[src/rtl/vgte_pkg.sv]
// Shared types, constants and helpers of the voxel grid triangle emitter.
package vgte_pkg;

	// Default grid size per axis
	localparam int CELLS_X_DEF = 32;
	localparam int CELLS_Y_DEF = 32;
	localparam int CELLS_Z_DEF = 32;

	// Field widths
	localparam int COORD_W = 5;
	localparam int POS_W   = 32;
	localparam int COL_W   = 8;
	localparam int NUM_TRI = 6;

	// Commands
	localparam logic CMD_INSERT = 1'b0;
	localparam logic CMD_VISIT  = 1'b1;

	// Vertex position within a triangle
	localparam logic [1:0] CORNER_SELF = 2'd0;
	localparam logic [1:0] CORNER_DIAG = 2'd1;
	localparam logic [1:0] CORNER_EDGE = 2'd2;

	// Input transaction
	typedef struct packed {
		logic               cmd;
		logic [COORD_W-1:0] cell_x;
		logic [COORD_W-1:0] cell_y;
		logic [COORD_W-1:0] cell_z;
		logic [POS_W-1:0]   point_x;
		logic [POS_W-1:0]   point_y;
		logic [POS_W-1:0]   point_z;
		logic [COL_W-1:0]   red_in;
		logic [COL_W-1:0]   green_in;
		logic [COL_W-1:0]   blue_in;
	} req_item_t;

	// Output transaction, one vertex
	typedef struct packed {
		logic [POS_W-1:0] vertex_x;
		logic [POS_W-1:0] vertex_y;
		logic [POS_W-1:0] vertex_z;
		logic [COL_W-1:0] red_out;
		logic [COL_W-1:0] green_out;
		logic [COL_W-1:0] blue_out;
		logic [1:0]       plane;
		logic [1:0]       corner;
		logic             last_vertex;
	} vtx_item_t;

	// Payload word of one grid cell
	typedef struct packed {
		logic [POS_W-1:0] pos_x;
		logic [POS_W-1:0] pos_y;
		logic [POS_W-1:0] pos_z;
		logic [COL_W-1:0] red;
		logic [COL_W-1:0] green;
		logic [COL_W-1:0] blue;
	} cell_data_t;

	// Cell relative to the visited one; also the order of the valid reads
	typedef enum logic [2:0] {
		NB_SELF,
		NB_LEFT,
		NB_DOWN,
		NB_BEFORE,
		NB_DIAG_XY,
		NB_DIAG_XZ,
		NB_DIAG_YZ
	} nb_t;

	// Sequencer states
	typedef enum logic [3:0] {
		ST_CLEAR,
		ST_IDLE,
		ST_SELF_RD,
		ST_SELF_CHK,
		ST_NB_RD,
		ST_NB_CHK,
		ST_VTX_RD,
		ST_VTX_LD,
		ST_VTX_OUT
	} state_t;

	// Grid store port control
	typedef struct packed {
		logic rd_en;
		logic wr_vld_en;
		logic wr_vld_bit;
		logic wr_dat_en;
	} store_ctrl_t;

	// Address bits of one axis; coordinates never exceed COORD_W bits
	function automatic int axis_bits(input int cells);
		int bits;
		bits = $clog2(cells);
		if (bits > COORD_W) begin
			bits = COORD_W;
		end
		return bits;
	endfunction

endpackage

[src/rtl/vgte_req_if.sv]
// Valid/ready channel carrying insert and visit commands.
interface vgte_req_if import vgte_pkg::*; ();
	logic      valid;
	logic      ready;
	req_item_t item;

	modport source (output valid, output item, input ready);
	modport sink (input valid, input item, output ready);
endinterface

[src/rtl/vgte_vtx_if.sv]
// Valid/ready channel carrying emitted triangle vertices.
interface vgte_vtx_if import vgte_pkg::*; ();
	logic      valid;
	logic      ready;
	vtx_item_t item;

	modport source (output valid, output item, input ready);
	modport sink (input valid, input item, output ready);
endinterface

[src/rtl/vgte_seq.sv]
// Sequencer: clear sweep, insert check, neighbor scan and vertex emission.
module vgte_seq import vgte_pkg::*; #(
	parameter int CELLS_X = CELLS_X_DEF,
	parameter int CELLS_Y = CELLS_Y_DEF,
	parameter int CELLS_Z = CELLS_Z_DEF,
	localparam int ADDR_W = axis_bits(CELLS_X) + axis_bits(CELLS_Y) + axis_bits(CELLS_Z)
) (
	input  logic              clk,
	input  logic              arst_n,
	vgte_req_if.sink          req,
	vgte_vtx_if.source        vtx,
	output logic [ADDR_W-1:0] addr,
	output store_ctrl_t       ctrl,
	output cell_data_t        wr_data,
	input  logic              vld_rd,
	input  cell_data_t        dat_rd
);

	localparam int AXW_X = axis_bits(CELLS_X);
	localparam int AXW_Y = axis_bits(CELLS_Y);
	localparam int AXW_Z = axis_bits(CELLS_Z);

	state_t              state_q, state_d;
	logic [ADDR_W-1:0]   clr_q;
	req_item_t           item_q;
	nb_t                 nb_q;
	logic [6:0]          vbits_q;
	logic [2:0]          tri_q;
	logic [1:0]          corner_q;
	vtx_item_t           out_q;

	logic                in_range;
	logic                hx, hy, hz;
	logic [2:0]          plane_ok;
	logic [NUM_TRI-1:0]  tri_en;
	logic [NUM_TRI-1:0]  later_mask;
	logic                is_last;
	nb_t                 diag_nb, edge_nb, vtx_nb, sel_nb;
	logic [COORD_W-1:0]  xm, ym, zm, cx, cy, cz;

	// Coordinate check on the incoming transaction
	assign in_range = (32'(req.item.cell_x) < 32'(CELLS_X))
		&& (32'(req.item.cell_y) < 32'(CELLS_Y))
		&& (32'(req.item.cell_z) < 32'(CELLS_Z));

	// Border flags and triangle enables from the gathered valid bits
	assign hx = (item_q.cell_x != '0);
	assign hy = (item_q.cell_y != '0);
	assign hz = (item_q.cell_z != '0);
	assign plane_ok = {hy & hz, hx & hz, hx & hy};

	assign tri_en[0] = plane_ok[0] & vbits_q[NB_DIAG_XY] & vbits_q[NB_DOWN];
	assign tri_en[1] = tri_en[0] & vbits_q[NB_LEFT];
	assign tri_en[2] = plane_ok[1] & vbits_q[NB_DIAG_XZ] & vbits_q[NB_LEFT];
	assign tri_en[3] = tri_en[2] & vbits_q[NB_BEFORE];
	assign tri_en[4] = plane_ok[2] & vbits_q[NB_DIAG_YZ] & vbits_q[NB_DOWN];
	assign tri_en[5] = tri_en[4] & vbits_q[NB_BEFORE];

	// Last vertex: edge corner with no enabled triangle after this one
	always_comb begin
		for (int i = 0; i < NUM_TRI; i++) begin
			later_mask[i] = (3'(i) > tri_q);
		end
		is_last = (corner_q == CORNER_EDGE) && ((tri_en & later_mask) == '0);
	end

	// Cell of the current vertex
	always_comb begin
		unique case (tri_q)
			3'd0: begin diag_nb = NB_DIAG_XY; edge_nb = NB_DOWN;   end
			3'd1: begin diag_nb = NB_DIAG_XY; edge_nb = NB_LEFT;   end
			3'd2: begin diag_nb = NB_DIAG_XZ; edge_nb = NB_LEFT;   end
			3'd3: begin diag_nb = NB_DIAG_XZ; edge_nb = NB_BEFORE; end
			3'd4: begin diag_nb = NB_DIAG_YZ; edge_nb = NB_DOWN;   end
			3'd5: begin diag_nb = NB_DIAG_YZ; edge_nb = NB_BEFORE; end
			default: begin diag_nb = NB_SELF; edge_nb = NB_SELF; end
		endcase
		unique case (corner_q)
			CORNER_SELF: vtx_nb = NB_SELF;
			CORNER_DIAG: vtx_nb = diag_nb;
			default:     vtx_nb = edge_nb;
		endcase
	end

	// Address generator: neighbor selection and coordinate packing
	always_comb begin
		xm = item_q.cell_x - COORD_W'(1);
		ym = item_q.cell_y - COORD_W'(1);
		zm = item_q.cell_z - COORD_W'(1);
		unique case (state_q)
			ST_NB_RD:  sel_nb = nb_q;
			ST_VTX_RD: sel_nb = vtx_nb;
			default:   sel_nb = NB_SELF;
		endcase
		unique case (sel_nb)
			NB_LEFT:    begin cx = xm;            cy = item_q.cell_y; cz = item_q.cell_z; end
			NB_DOWN:    begin cx = item_q.cell_x; cy = ym;            cz = item_q.cell_z; end
			NB_BEFORE:  begin cx = item_q.cell_x; cy = item_q.cell_y; cz = zm;            end
			NB_DIAG_XY: begin cx = xm;            cy = ym;            cz = item_q.cell_z; end
			NB_DIAG_XZ: begin cx = xm;            cy = item_q.cell_y; cz = zm;            end
			NB_DIAG_YZ: begin cx = item_q.cell_x; cy = ym;            cz = zm;            end
			default:    begin cx = item_q.cell_x; cy = item_q.cell_y; cz = item_q.cell_z; end
		endcase
		if (state_q == ST_CLEAR) begin
			addr = clr_q;
		end else begin
			addr = {cx[AXW_X-1:0], cy[AXW_Y-1:0], cz[AXW_Z-1:0]};
		end
	end

	// Insert payload
	assign wr_data = '{pos_x: item_q.point_x, pos_y: item_q.point_y, pos_z: item_q.point_z,
		red: item_q.red_in, green: item_q.green_in, blue: item_q.blue_in};

	// State register
	always_ff @(posedge clk or negedge arst_n) begin
		if (!arst_n) begin
			state_q <= ST_CLEAR;
		end else begin
			state_q <= state_d;
		end
	end

	// Next state, store control and handshakes
	always_comb begin
		state_d   = state_q;
		ctrl      = '0;
		req.ready = 1'b0;
		vtx.valid = 1'b0;
		unique case (state_q)
			ST_CLEAR: begin
				ctrl.wr_vld_en = 1'b1;
				if (clr_q == '1) begin
					state_d = ST_IDLE;
				end
			end
			ST_IDLE: begin
				req.ready = 1'b1;
				if (req.valid && in_range) begin
					state_d = ST_SELF_RD;
				end
			end
			ST_SELF_RD: begin
				ctrl.rd_en = 1'b1;
				state_d    = ST_SELF_CHK;
			end
			ST_SELF_CHK: begin
				if (item_q.cmd == CMD_INSERT) begin
					ctrl.wr_vld_en  = !vld_rd;
					ctrl.wr_vld_bit = 1'b1;
					ctrl.wr_dat_en  = !vld_rd;
					state_d         = ST_IDLE;
				end else if (vld_rd) begin
					state_d = ST_NB_RD;
				end else begin
					state_d = ST_IDLE;
				end
			end
			ST_NB_RD: begin
				ctrl.rd_en = 1'b1;
				state_d    = ST_NB_CHK;
			end
			ST_NB_CHK: begin
				state_d = (nb_q == NB_DIAG_YZ) ? ST_VTX_RD : ST_NB_RD;
			end
			ST_VTX_RD: begin
				if (tri_en[tri_q]) begin
					ctrl.rd_en = 1'b1;
					state_d    = ST_VTX_LD;
				end else if (tri_q == 3'(NUM_TRI - 1)) begin
					state_d = ST_IDLE;
				end
			end
			ST_VTX_LD: begin
				state_d = ST_VTX_OUT;
			end
			ST_VTX_OUT: begin
				vtx.valid = 1'b1;
				if (vtx.ready) begin
					state_d = out_q.last_vertex ? ST_IDLE : ST_VTX_RD;
				end
			end
			default: state_d = ST_IDLE;
		endcase
	end

	// Counters and scan registers
	always_ff @(posedge clk or negedge arst_n) begin
		if (!arst_n) begin
			clr_q    <= '0;
			nb_q     <= NB_LEFT;
			vbits_q  <= '0;
			tri_q    <= '0;
			corner_q <= CORNER_SELF;
		end else begin
			unique case (state_q)
				ST_CLEAR: clr_q <= clr_q + ADDR_W'(1);
				ST_SELF_CHK: begin
					nb_q     <= NB_LEFT;
					vbits_q  <= '0;
					tri_q    <= '0;
					corner_q <= CORNER_SELF;
				end
				ST_NB_CHK: begin
					vbits_q[nb_q] <= vld_rd;
					nb_q          <= nb_t'(nb_q + 3'd1);
				end
				ST_VTX_RD: begin
					if (!tri_en[tri_q]) begin
						tri_q <= tri_q + 3'd1;
					end
				end
				ST_VTX_OUT: begin
					if (vtx.ready) begin
						if (corner_q == CORNER_EDGE) begin
							tri_q    <= tri_q + 3'd1;
							corner_q <= CORNER_SELF;
						end else begin
							corner_q <= corner_q + 2'd1;
						end
					end
				end
				default: ;
			endcase
		end
	end

	// Accepted command and output vertex register
	always_ff @(posedge clk) begin
		if (state_q == ST_IDLE && req.valid) begin
			item_q <= req.item;
		end
		if (state_q == ST_VTX_LD) begin
			out_q.vertex_x    <= dat_rd.pos_x;
			out_q.vertex_y    <= dat_rd.pos_y;
			out_q.vertex_z    <= dat_rd.pos_z;
			out_q.red_out     <= dat_rd.red;
			out_q.green_out   <= dat_rd.green;
			out_q.blue_out    <= dat_rd.blue;
			out_q.plane       <= tri_q[2:1];
			out_q.corner      <= corner_q;
			out_q.last_vertex <= is_last;
		end
	end

	assign vtx.item = out_q;

	// Checks
	a_last_on_edge: assert property (@(posedge clk) disable iff (!arst_n)
		vtx.valid && vtx.item.last_vertex |-> vtx.item.corner == CORNER_EDGE)
		else $error("last vertex flagged on a non-edge corner");

	a_one_side: assert property (@(posedge clk) disable iff (!arst_n)
		req.ready |-> !vtx.valid)
		else $error("command taken while a vertex is pending");

	a_first_wins: assert property (@(posedge clk) disable iff (!arst_n)
		ctrl.wr_dat_en |-> !vld_rd)
		else $error("payload write to an occupied cell");

	a_enabled_tri: assert property (@(posedge clk) disable iff (!arst_n)
		state_q == ST_VTX_OUT |-> tri_en[tri_q])
		else $error("vertex emitted for a disabled triangle");

endmodule

[src/flat_wrapper.sv]
// flat-port wrapper written by rule: the top's interface ports become plain ports
module vgte_seq_flat import vgte_pkg::*;
#(
	parameter int CELLS_X = CELLS_X_DEF,
	parameter int CELLS_Y = CELLS_Y_DEF,
	parameter int CELLS_Z = CELLS_Z_DEF,
	localparam int ADDR_W = axis_bits(CELLS_X) + axis_bits(CELLS_Y) + axis_bits(CELLS_Z)
)
  (clk, arst_n, addr, ctrl, wr_data, vld_rd, dat_rd, req_valid, req_item, req_ready, vtx_valid, vtx_item, vtx_ready);
  vgte_req_if req_i ();
  vgte_vtx_if vtx_i ();
  input  logic clk;
  input  logic arst_n;
  output logic [ADDR_W-1:0] addr;
  output store_ctrl_t ctrl;
  output cell_data_t wr_data;
  input  logic vld_rd;
  input  cell_data_t dat_rd;
  input wire logic [$bits(req_i.valid)-1:0] req_valid;
  input wire logic [$bits(req_i.item)-1:0] req_item;
  output wire logic [$bits(req_i.ready)-1:0] req_ready;
  output wire logic [$bits(vtx_i.valid)-1:0] vtx_valid;
  output wire logic [$bits(vtx_i.item)-1:0] vtx_item;
  input wire logic [$bits(vtx_i.ready)-1:0] vtx_ready;
  assign req_i.valid = req_valid;
  assign req_i.item = req_item;
  assign req_ready = req_i.ready;
  assign vtx_valid = vtx_i.valid;
  assign vtx_item = vtx_i.item;
  assign vtx_i.ready = vtx_ready;
  vgte_seq #(.CELLS_X(CELLS_X), .CELLS_Y(CELLS_Y), .CELLS_Z(CELLS_Z)) u_core (.clk(clk), .arst_n(arst_n), .req(req_i), .vtx(vtx_i), .addr(addr), .ctrl(ctrl), .wr_data(wr_data), .vld_rd(vld_rd), .dat_rd(dat_rd));
endmodule
[config.mk]
export PLATFORM = sky130hd
export DESIGN_NAME = vgte_seq_flat
export DESIGN_NICKNAME = d
export VERILOG_FILES = /design/src/rtl/vgte_pkg.sv /design/src/rtl/vgte_req_if.sv /design/src/rtl/vgte_vtx_if.sv /design/src/rtl/vgte_seq.sv /design/src/flat_wrapper.sv
export SDC_FILE = /design/constraint.sdc
export NUM_CORES = 1
export LEC_CHECK = 0
export BUFFER_PORTS_ARGS = -buffer_cell sky130_fd_sc_hd__clkbuf_2
export CORE_AREA = 3 3 202 204
export DETAILED_ROUTE_END_ITERATION = 7
export DIE_AREA = 0 0 205 207
export SLEW_MARGIN = 20
export SYNTH_ARGS = -nofsm -noshare
export SYNTH_HDL_FRONTEND = slang
export SYNTH_SLANG_ARGS = --single-unit
[constraint.sdc]
create_clock -name clk -period 7.2 [get_ports clk]
set_clock_uncertainty 0.2 [all_clocks]
set_input_delay 0.72 -clock clk [delete_from_list [all_inputs] [get_ports clk]]
set_output_delay 0.72 -clock clk [all_outputs]
set_load 0.01 [all_outputs]
==> flow_summary.toml, run 1 <==
[run_status]
outcome = "finished, final reports clean"

[worst_setup_path]
cp_max_fo = 9
worst_ep_required_time_ps = 6280
endpoint_kind = "output port"
crit_path_start = "u_core.tri_q[0]"
cp.arrival_ps = 3050
timing.rr.start = "u_core.state_q[1]"
cp-start-kind = "flop"
worstSetupPathType = "reg -> out"
r2r_cells = 5

[cts]
cts_tree = "done"
cts_resized = 0
cts.clk_slew.worst_paths_ps = 60
cts_max_level = 2
numCtsBuffers = 34
cts_root_buffer = "clkbuf_16"
worstSkewPairLatency_ps = 520
hold_buffers = 0
clock_path_buffers = 3
cts_sinks = 294
cts_setup_buffers = 0

[placed_design]
port_buffers = 526
place_inst = 1623
place.gp.congestion = 0.831
dpl_worst_slack_ps = 3660
placed_area_um2 = 13800
dp_hpwl_um = 26200

[final_layout]
finalNonFillerCells = 1687
synthToLayoutAreaGrowth_pct = 30.7
layout-drive-gt1-share_pct = 52.6
nets = 1408
utilization_pct = 38.0
fillers = 3811
fin_area_um2 = 15000

[grt]
grt_pass1_vias = 7476
antenna_found_initial = 7
grt_use_total_pct = 15.0
grt_max_degree = 77
grt_pass1_wl_um = 47100
grt_overflow_total = 0

[sta]
rsz0062_at_grt = "false"
slew_viol_final = 0
setup_viol = 0
timing.fmax_mhz = 252
tns_ps = 0
period_share_pct = 55.2
worst_slew_pin_slew_ps = 899
finalHoldViolCount = 0
fin_crit_ps = 3970
worst_hold_slack_ps = 117
slew_headroom_pct = 40.1
setup_ws_ps = 3230

[synth]
synth_edf_count = 261
syn_area_per_cell_um2 = 16.4
ys_ff_latch = 294
synth.largest_area_cell = "edfxtp_1"
synth_top_area_share_pct = 68.3
ys.flop_type = "edfxtp_1"
yosysMostFrequentCell = "edfxtp_1"
synthCells = 701
netlist_area_um2 = 11500
yosys-top-cells-count = "edfxtp_1 (261), buf_4 (122), nand2_1 (43)"
async_flop_share_pct = 11.2
synthesis.nets = 975
yosysWarnings = 0
ys_seq_area_share_pct = 75.5
yosys-top-cells-area = "edfxtp_1 (68%), buf_4 (8.0%), dfrtp_1 (7.0%), xnor2_1 (1.6%), ha_1 (1.4%)"
synth_cell_types = 70

[pwr]
power_density_nw_per_um2 = 302
leakage_nw = 6.21
clockPowerShare_pct = 38.8
power_switching_mw = 1.15
p_comb_share_pct = 14.1
seqPwrFrac_pct = 47.0
ir_drop_mv = 0.182
total_power_mw = 4.53
p_int_mw = 3.37
swShare_pct = 25.5

[job]
maxCapViolations = 0

[die]
rows = 73
die_w_um = 205
dieArea_um2 = 42400
fp.dieH_um = 207
initial_core_util_pct = 29.1
io_pins = 527
core_um2 = 39500

[routing]
vias = 7185
initialDrtViolationCount = 278
vias_per_cell = 4.26
drtPass1Iterations = 4
antenna_left = 0
drc = 0
drt_wl_total_um = 33000
wl_per_cell_um = 19.5

[hold_path]
worstHoldPathType = "in -> async"
cell families (layout without fill, tap and decap cells):
kind of cell | count (synthesis) | count (layout) | share of synthesized area [%]
compound gates | 77 | 77 | 5.06
xor+xnor | 27 | 27 | 2.06
fa+ha+maj | 13 | 13 | 1.42
buf+inv | 153 | 611 | 9.06
flops | 294 | 294 | 75.5
mux | 4 | 4 | 0.360
other cells | 0 | 3 | 0
simple gates | 133 | 133 | 6.59
layout make-up:
type                    instances  area (µm²)  share of cell area (%)
diodes                          3        7.51                  0.0500
inverters                      20        75.1                   0.500
flip-flops and latches        294        8660                    57.8
clock inverters                15         179                    1.19
repair buffers                530        2660                    17.7
clock buffers                  46         970                    6.46
well taps                     525         657                    4.38
multi-input cells             254        1790                    11.9
worst paths after layout:
check	end	slack (ps)
worst max register to register	u_core.wr_data[83]	3710
max in group asynchronous	u_core.nb_q[2]	6120
worst min-delay path	u_core.clr_q[6]	120
min in group clk	u_core.vtx.item[14]	170
worst min register to register	u_core.clr_q[12]	290
worst max-delay path	addr[4]	3230
routing by layer:
metal  track usage, %  part of all wire (%)  routed length (µm)
met1             16.3                    36               11900
met2             26.4                    51               16700
met3             5.50                   9.8                3250
met4             6.03                   3.1                1010
met5                0                  0.20                  67
power by group through the flow:
stage               combinational (mW)  sequential (mW)  clock, mW
detailed placement               0.646             2.16          0
CTS                              0.650             2.13       1.83
global placement                 0.645             2.16          0
floorplan                        0.465             2.13          0
finish                           0.640             2.13       1.76
global route                     0.713             2.15       1.89
sequential cells by signal (all words and copies together) (netlist names):
signal	flops
u_core.vtx.item	125
u_core.state_q	4
u_core.vbits_q	6
u_core.wr_data	120
u_core.clr_q	15
u_core.nb_q	3
u_core.tri_q	3
u_core.corner_q	2
u_core.item_q	16
placed cells by master (no fill, tap or decap), types with 4 or more instances in the layout:
| cell type | synthesis | routed |
|---|---|---|
| clkbuf_1 | 10 | 8 |
| nor2_1 | 21 | 20 |
| clkbuf_2 | 0 | 526 |
| o21ai_1 | 6 | 6 |
| clkinv_1 | 0 | 6 |
| xnor2_1 | 21 | 21 |
| nand2b_1 | 5 | 5 |
| nor3_1 | 14 | 14 |
| dfrtp_1 | 32 | 32 |
| a21oi_1 | 15 | 15 |
| nand2_1 | 43 | 43 |
| xor2_1 | 6 | 6 |
| inv_1 | 20 | 20 |
| o21ai_0 | 20 | 20 |
| edfxtp_1 | 261 | 261 |
| clkbuf_16 | 0 | 37 |
| ha_1 | 13 | 13 |
| bufinv_16 | 0 | 4 |
| nand4_1 | 4 | 4 |
| o22ai_1 | 4 | 4 |
| nor4_2 | 4 | 4 |
| nand3_1 | 10 | 10 |
| buf_4 | 122 | 4 |
worst max-delay path, cell delays in order, from the launching register on:
cell      delay, ps
dfrtp_1         470
inv_1           220
ha_1            280
nand2b_4         60
a211o_1         320
a31oi_4         260
xor2_1          210
a21o_4          190
nand3_2          80
xor2_1          140
o21ai_1         130
clkbuf_2        150
No activity file was read; power rests on OpenSTA's default activity.
==> run 2: changes to the inputs <==
- ABC_AREA: default -> 1
- CORE_AREA: 3 3 202 204 -> 3 3 203 205
- DIE_AREA: 0 0 205 207 -> 0 0 206 208
- clock period: 7.2 -> 4.1 ns (I/O delays scaled with it)
==> run 2 against run 1 <==
Clock-buffer cell count shrank 5. Sequential share of layout area shrank 8.7 points. Via count grew 20%.
==> flow_summary.toml, run 2 <==
[run_status]
outcome = "finished, final reports clean"

[final_layout]
largest_reg_flops = 125
layout-drive-gt1-share_pct = 41.7
synthToLayoutAreaGrowth_pct = 53.6
fin_area_um2 = 17700
layout_commonest_cell = "clkbuf_2"
final_cell_mix = "clkbuf_2 (526), edfxtp_1 (261), dlygate4sd3_1 (257)"
nets = 1759

[hold_path]
hold_end = "u_core.state_q[3]"
worstHoldPathType = "in -> reg"
holdPathStages = 4
min_from = "vtx_ready"

[pwr]
ir_drop_mv = 0.289
p_comb_share_pct = 18.6
power_switching_mw = 2.28
leakage_nw = 7.66
clockPowerShare_pct = 35.8
p_int_mw = 6.09
swShare_pct = 27.2
total_power_mw = 8.37
power_density_nw_per_um2 = 473
seqPwrFrac_pct = 45.7

[sta]
finalHoldViolCount = 0
slew_viol_final = 0
rsz0062_at_grt = "false"
slew_headroom_pct = 40.2
tns_ps = 0
timing.fmax_mhz = 295
worst_slew_pin_slew_ps = 895
setup_viol = 0
fin_crit_ps = 3390
period_share_pct = 82.6

[placed_design]
dp_hpwl_um = 26200
placed_area_um2 = 14000
place.gp.congestion = 0.849
port_buffers = 526

[synth]
ys_seq_area_share_pct = 75.3
netlist_area_um2 = 11500
async_flop_share_pct = 11.2
synth_top_area_share_pct = 68.1
yosys-top-cells-count = "edfxtp_1 (261), buf_4 (123), nand2_1 (122)"
ys.flop_type = "edfxtp_1"
yosysMostFrequentCell = "edfxtp_1"
synth_cell_types = 39
yosys-top-cells-area = "edfxtp_1 (68%), buf_4 (8.0%), dfrtp_1 (7.0%), nand2_1 (4.0%), ha_1 (1.4%)"
yosysWarnings = 0
synth.largest_area_cell = "edfxtp_1"
synth_edf_count = 261
ys_ff_latch = 294
syn_area_per_cell_um2 = 14.7
synthCells = 784
synthesis.nets = 1058

[die]
core_um2 = 39600
io_pins = 527
fp.dieH_um = 208
rows = 73
dieArea_um2 = 42800
initial_core_util_pct = 29.0
die_w_um = 206

[grt]
grt_use_total_pct = 16.6
grt_pass1_wl_um = 53600
grt_pass1_vias = 9050
antenna_found_initial = 1
grt_overflow_total = 0
grt_max_degree = 81

[worst_setup_path]
cp-start-kind = "flop"
worstSetupPathType = "reg -> out"
r2r-end = "u_core.wr_data[81]"
cp.arrival_ps = 2780
worst_ep_required_time_ps = 3490
cp_max_fo = 12
r2r_setup_slack_ps = 1700
r2r_cells = 5
endpoint_kind = "output port"
timing.rr.start = "u_core.state_q[0]"

[cts]
worstSkewPairLatency_ps = 520
cts_sinks = 294
cts_root_buffer = "clkbuf_16"
cts_tree = "done"
cts.clk_slew.worst_paths_ps = 60
clock_path_buffers = 3
cts_max_level = 2
numCtsBuffers = 34

[routing]
drtPass1Iterations = 5
vias = 8618
vias_per_cell = 4.23
drc = 0
antenna_left = 0
initialDrtViolationCount = 497
wl_per_cell_um = 18.0
drt_wl_total_um = 36600

[job]
maxCapViolations = 0
-- run 2: critical path: stages (launching register included) --
cell and delay (ps):
dfrtp_1 580, inv_1 160, ha_1 260, nand2_1 90
nand2_1 60, nand2_1 70, nand2_2 70, a21boi_4 220
nand2_4 110, nand2_1 130, nand2_1 70, a31oi_1 230
clkbuf_2 190
-- run 2: worst max path at each step --
stage	endpoint	slack [ps]	from
after global placement	addr[13]	1360	u_core.tri_q[0]
after global routing	addr[13]	440	u_core.tri_q[0]
final	addr[10]	710	u_core.tri_q[0]
after floorplan	u_core.item_q[120]	780	u_core.state_q[3]
after CTS	addr[13]	630	u_core.tri_q[0]
after detailed placement	addr[13]	1220	u_core.tri_q[0]
-- run 2: layout make-up --
class | count | area, µm²
sequential | 294 | 8660
clock buffer | 41 | 898
fill | 3500 | 22000
inverter | 56 | 213
clock inverter | 20 | 210
tap | 525 | 657
multi-input combinational | 305 | 1700
antenna | 1 | 2.50
timing repair buffer | 794 | 5340
-- run 2: per-stage QoR --
step	std cells	setup WS (ps)	hold WS [ps]	util [%]
after floorplan	784	785	-85.6	-
after global placement	1717	1360	259	35.3
after detailed placement	1717	1220	260	35.3
after CTS	2035	633	4.38	44.6
after global routing	2036	440	47.9	44.6
final	2036	712	38.1	44.6
-- run 2: kinds of logic (layout without fill, tap and decap cells) --
logic type               Yosys count  after routing  synth area share, %
AO/OA/AOI/OAI                     42             42                 2.34
adder cells (fa/ha/maj)           13             13                 1.41
other                              0              1                    0
flip-flops                       294            294                 75.3
XOR/XNOR                          24             24                 1.83
AND/OR/NAND/NOR                  226            226                 9.05
buffers and inverters            185            911                 10.1
-- run 2: timing repair --
action	CTS	global route
gates resized for setup	0	0
hold buffers	257	0
setup buffers	0	0
hold endpoints to repair	288	0
-- run 2: routing by layer --
| layer | vias up | wire (µm) | GRT usage [%] |
|---|---|---|---|
| li1 | 4026 | - | - |
| met1 | 4083 | 13900 | 18.9 |
| met2 | 441 | 17800 | 28.5 |
| met3 | 68 | 3320 | 4.94 |
| met4 | 0 | 1590 | 7.51 |
| met5 | - | 0 | 0 |
-- run 2: power groups by stage --
stage / clock (mW) / combinational (mW) / sequential [mW]
4_1_cts: 3.09 / 1.57 / 3.82
5_1_grt: 3.21 / 1.71 / 3.85
2_1_floorplan: 0 / 0.969 / 3.84
6_report: 2.99 / 1.55 / 3.82
3_3_place_gp: 0 / 1.35 / 3.87
3_5_place_dp: 0 / 1.36 / 3.88
==> run 3: changes to the inputs <==
- ABC_AREA: 1 -> 0
- CORE_AREA: 3 3 203 205 -> 3 3 202 204
- DIE_AREA: 0 0 206 208 -> 0 0 205 207
- clock period: 4.1 -> 2.88 ns (I/O delays scaled with it)
==> run 3 against run 2 <==
The flow now finishes with violations (negative setup slack). Hold slack improved by 190 ps. Combinational power rose by 39%. Sequential power rose by 38%. Critical path depth fell by 1. Register-to-register slack got worse by 1300 ps. Cell count fell by 3.0%. Die area fell by 0.96%. Non-clock buffer count rose by 25. Critical path type unchanged.
==> flow_summary.toml, run 3 (same netlist as run 1, synthesis figures left out) <==
[run_status]
outcome = "finished, violations left"
violations = "negative setup slack"

[cts]
cts_tree = "done"
clock_path_buffers = 3
cts_max_level = 2
worstSkewPairLatency_ps = 520
cts.clk_slew.worst_paths_ps = 60
cts_root_buffer = "clkbuf_16"
numCtsBuffers = 34
cts_sinks = 294

[routing]
drt_wl_total_um = 38100
vias = 8478
antenna_left = 0
vias_per_cell = 4.29
initialDrtViolationCount = 356
drtPass1Iterations = 5
wl_per_cell_um = 19.3
drc = 0

[sta]
period_share_pct = 108
fin_crit_ps = 3110
setup_ws_ps = -234
setup_viol = 16
timing.fmax_mhz = 321
finalHoldViolCount = 0
tns_ps = -2920
slew_headroom_pct = 40.0
rsz0062_at_grt = "true"
slew_viol_final = 0
worst_slew_pin_slew_ps = 900
worst_hold_slack_ps = 227

[grt]
grt_pass1_wl_um = 55300
grt_pass1_vias = 9107
grt_use_total_pct = 17.4
antenna_found_initial = 3
grt_overflow_total = 0
grt_max_degree = 49

[final_layout]
layout-drive-gt1-share_pct = 45.6
largest_reg_flops = 125
synthToLayoutAreaGrowth_pct = 55.9
nets = 1697
layout_commonest_cell = "clkbuf_2"
final_cell_mix = "clkbuf_2 (525), edfxtp_1 (261), dlygate4sd3_1 (260)"
fillers = 3487
utilization_pct = 45.4
regArea_um2 = 8670
multiInputGateArea_um2 = 1900

[worst_setup_path]
r2r_setup_slack_ps = 410
cp_max_fo = 7
cp_slowest_stage_delay_ps = 390
cp-start-kind = "flop"
crit_buf_inv = 2
path_delay_family = "compound AO/OA/AOI/OAI gates"
timing.rr.start = "u_core.state_q[1]"
worst_ep_required_time_ps = 2390
endpoint_kind = "output port"
worstSetupPathType = "reg -> out"
crit_path_start = "u_core.tri_q[1]"
cp.arrival_ps = 2630
slowest_stage = "dfrtp_1"
crit_top_cell = "xor2_1"
cp_cell_sequence = "inv_1 > ha_2 > o21a_1 > o31ai_4 > a31oi_4 > xor2_1 > a21o_4 > nand3_2 > xor2_1 > o21ai_1 > clkbuf_2"

[pwr]
total_power_mw = 11.5
ir_drop_mv = 0.466
leakage_nw = 7.45
power_density_nw_per_um2 = 644

[die]
dieArea_um2 = 42400
rows = 73
core_um2 = 39500
die_w_um = 205
io_pins = 527
fp.dieH_um = 207
initial_core_util_pct = 29.1

[placed_design]
place.gp.congestion = 0.800
dp_hpwl_um = 27300
port_buffers = 526

[hold_path]
worstHoldPathType = "in -> async"

[job]
maxCapViolations = 0
run 3: cell type report:
class / instances / area share [%]
Antenna cell: 2 / 0.0280
Tap cell: 525 / 3.67
Sequential cell: 294 / 48.4
Clock inverter: 20 / 0.979
Inverter: 20 / 0.419
Clock buffer: 40 / 4.88
Multi-Input combinational cell: 254 / 10.6
Timing Repair Buffer: 819 / 31.0
run 3: final timing paths:
path | depth (start not counted) | end
worst min-delay path | 2 | u_core.clr_q[12]
max in group asynchronous | 2 | u_core.state_q[1]
min in group clk | 2 | u_core.wr_data[99]
worst max-delay path | 11 | addr[4]
worst min register to register | 1 | u_core.clr_q[9]
worst max register to register | 5 | u_core.wr_data[9]
run 3: layer usage:
layer  global-route usage (%)  wire length (µm)  part of all wire, %  vias up
met4                     10.9              2500                  6.5        0
met5                        0                 0                    0        -
met2                     30.7             19100                   50      477
li1                         -                 -                    -     3893
met3                     4.68              3140                  8.2      103
met1                     18.2             13400                   35     4005
run 3: worst reg2reg max path: stages (launching register included):
cell,delay [ps]
dfrtp_4,590
inv_1,270
nand2_1,170
nor3_2,170
and2_4,400
buf_12,320
run 3: timing repair:
item | CTS | global route
resized for setup | 19 | 7
buffers inserted | 9 | 1
pin swaps | 15 | 4
hold buffers | 260 | 0
cloned | 0 | 0
hold endpoints to repair | 298 | 0
setup endpoints to repair | 16 | 17
run 3: power breakdown:
group	leakage (nW)	total (mW)	internal [mW]	switching (mW)
sequential	2.77	5.28	5.05	0.232
combinational	4.17	2.15	1.01	1.14
clock	0.513	4.10	2.37	1.73
total	7.45	11.5	8.43	3.11
run 3: stage by stage:
| step | area (µm²) | setup WS [ps] | cells |
|---|---|---|---|
| floorplan | 11500 | -287 | 701 |
| global placement | 14100 | 150 | 1642 |
| detailed placement | 14100 | 95.7 | 1642 |
| CTS | 17800 | -288 | 1971 |
| global route | 17900 | -402 | 1974 |
| finish | 17900 | -234 | 1974 |
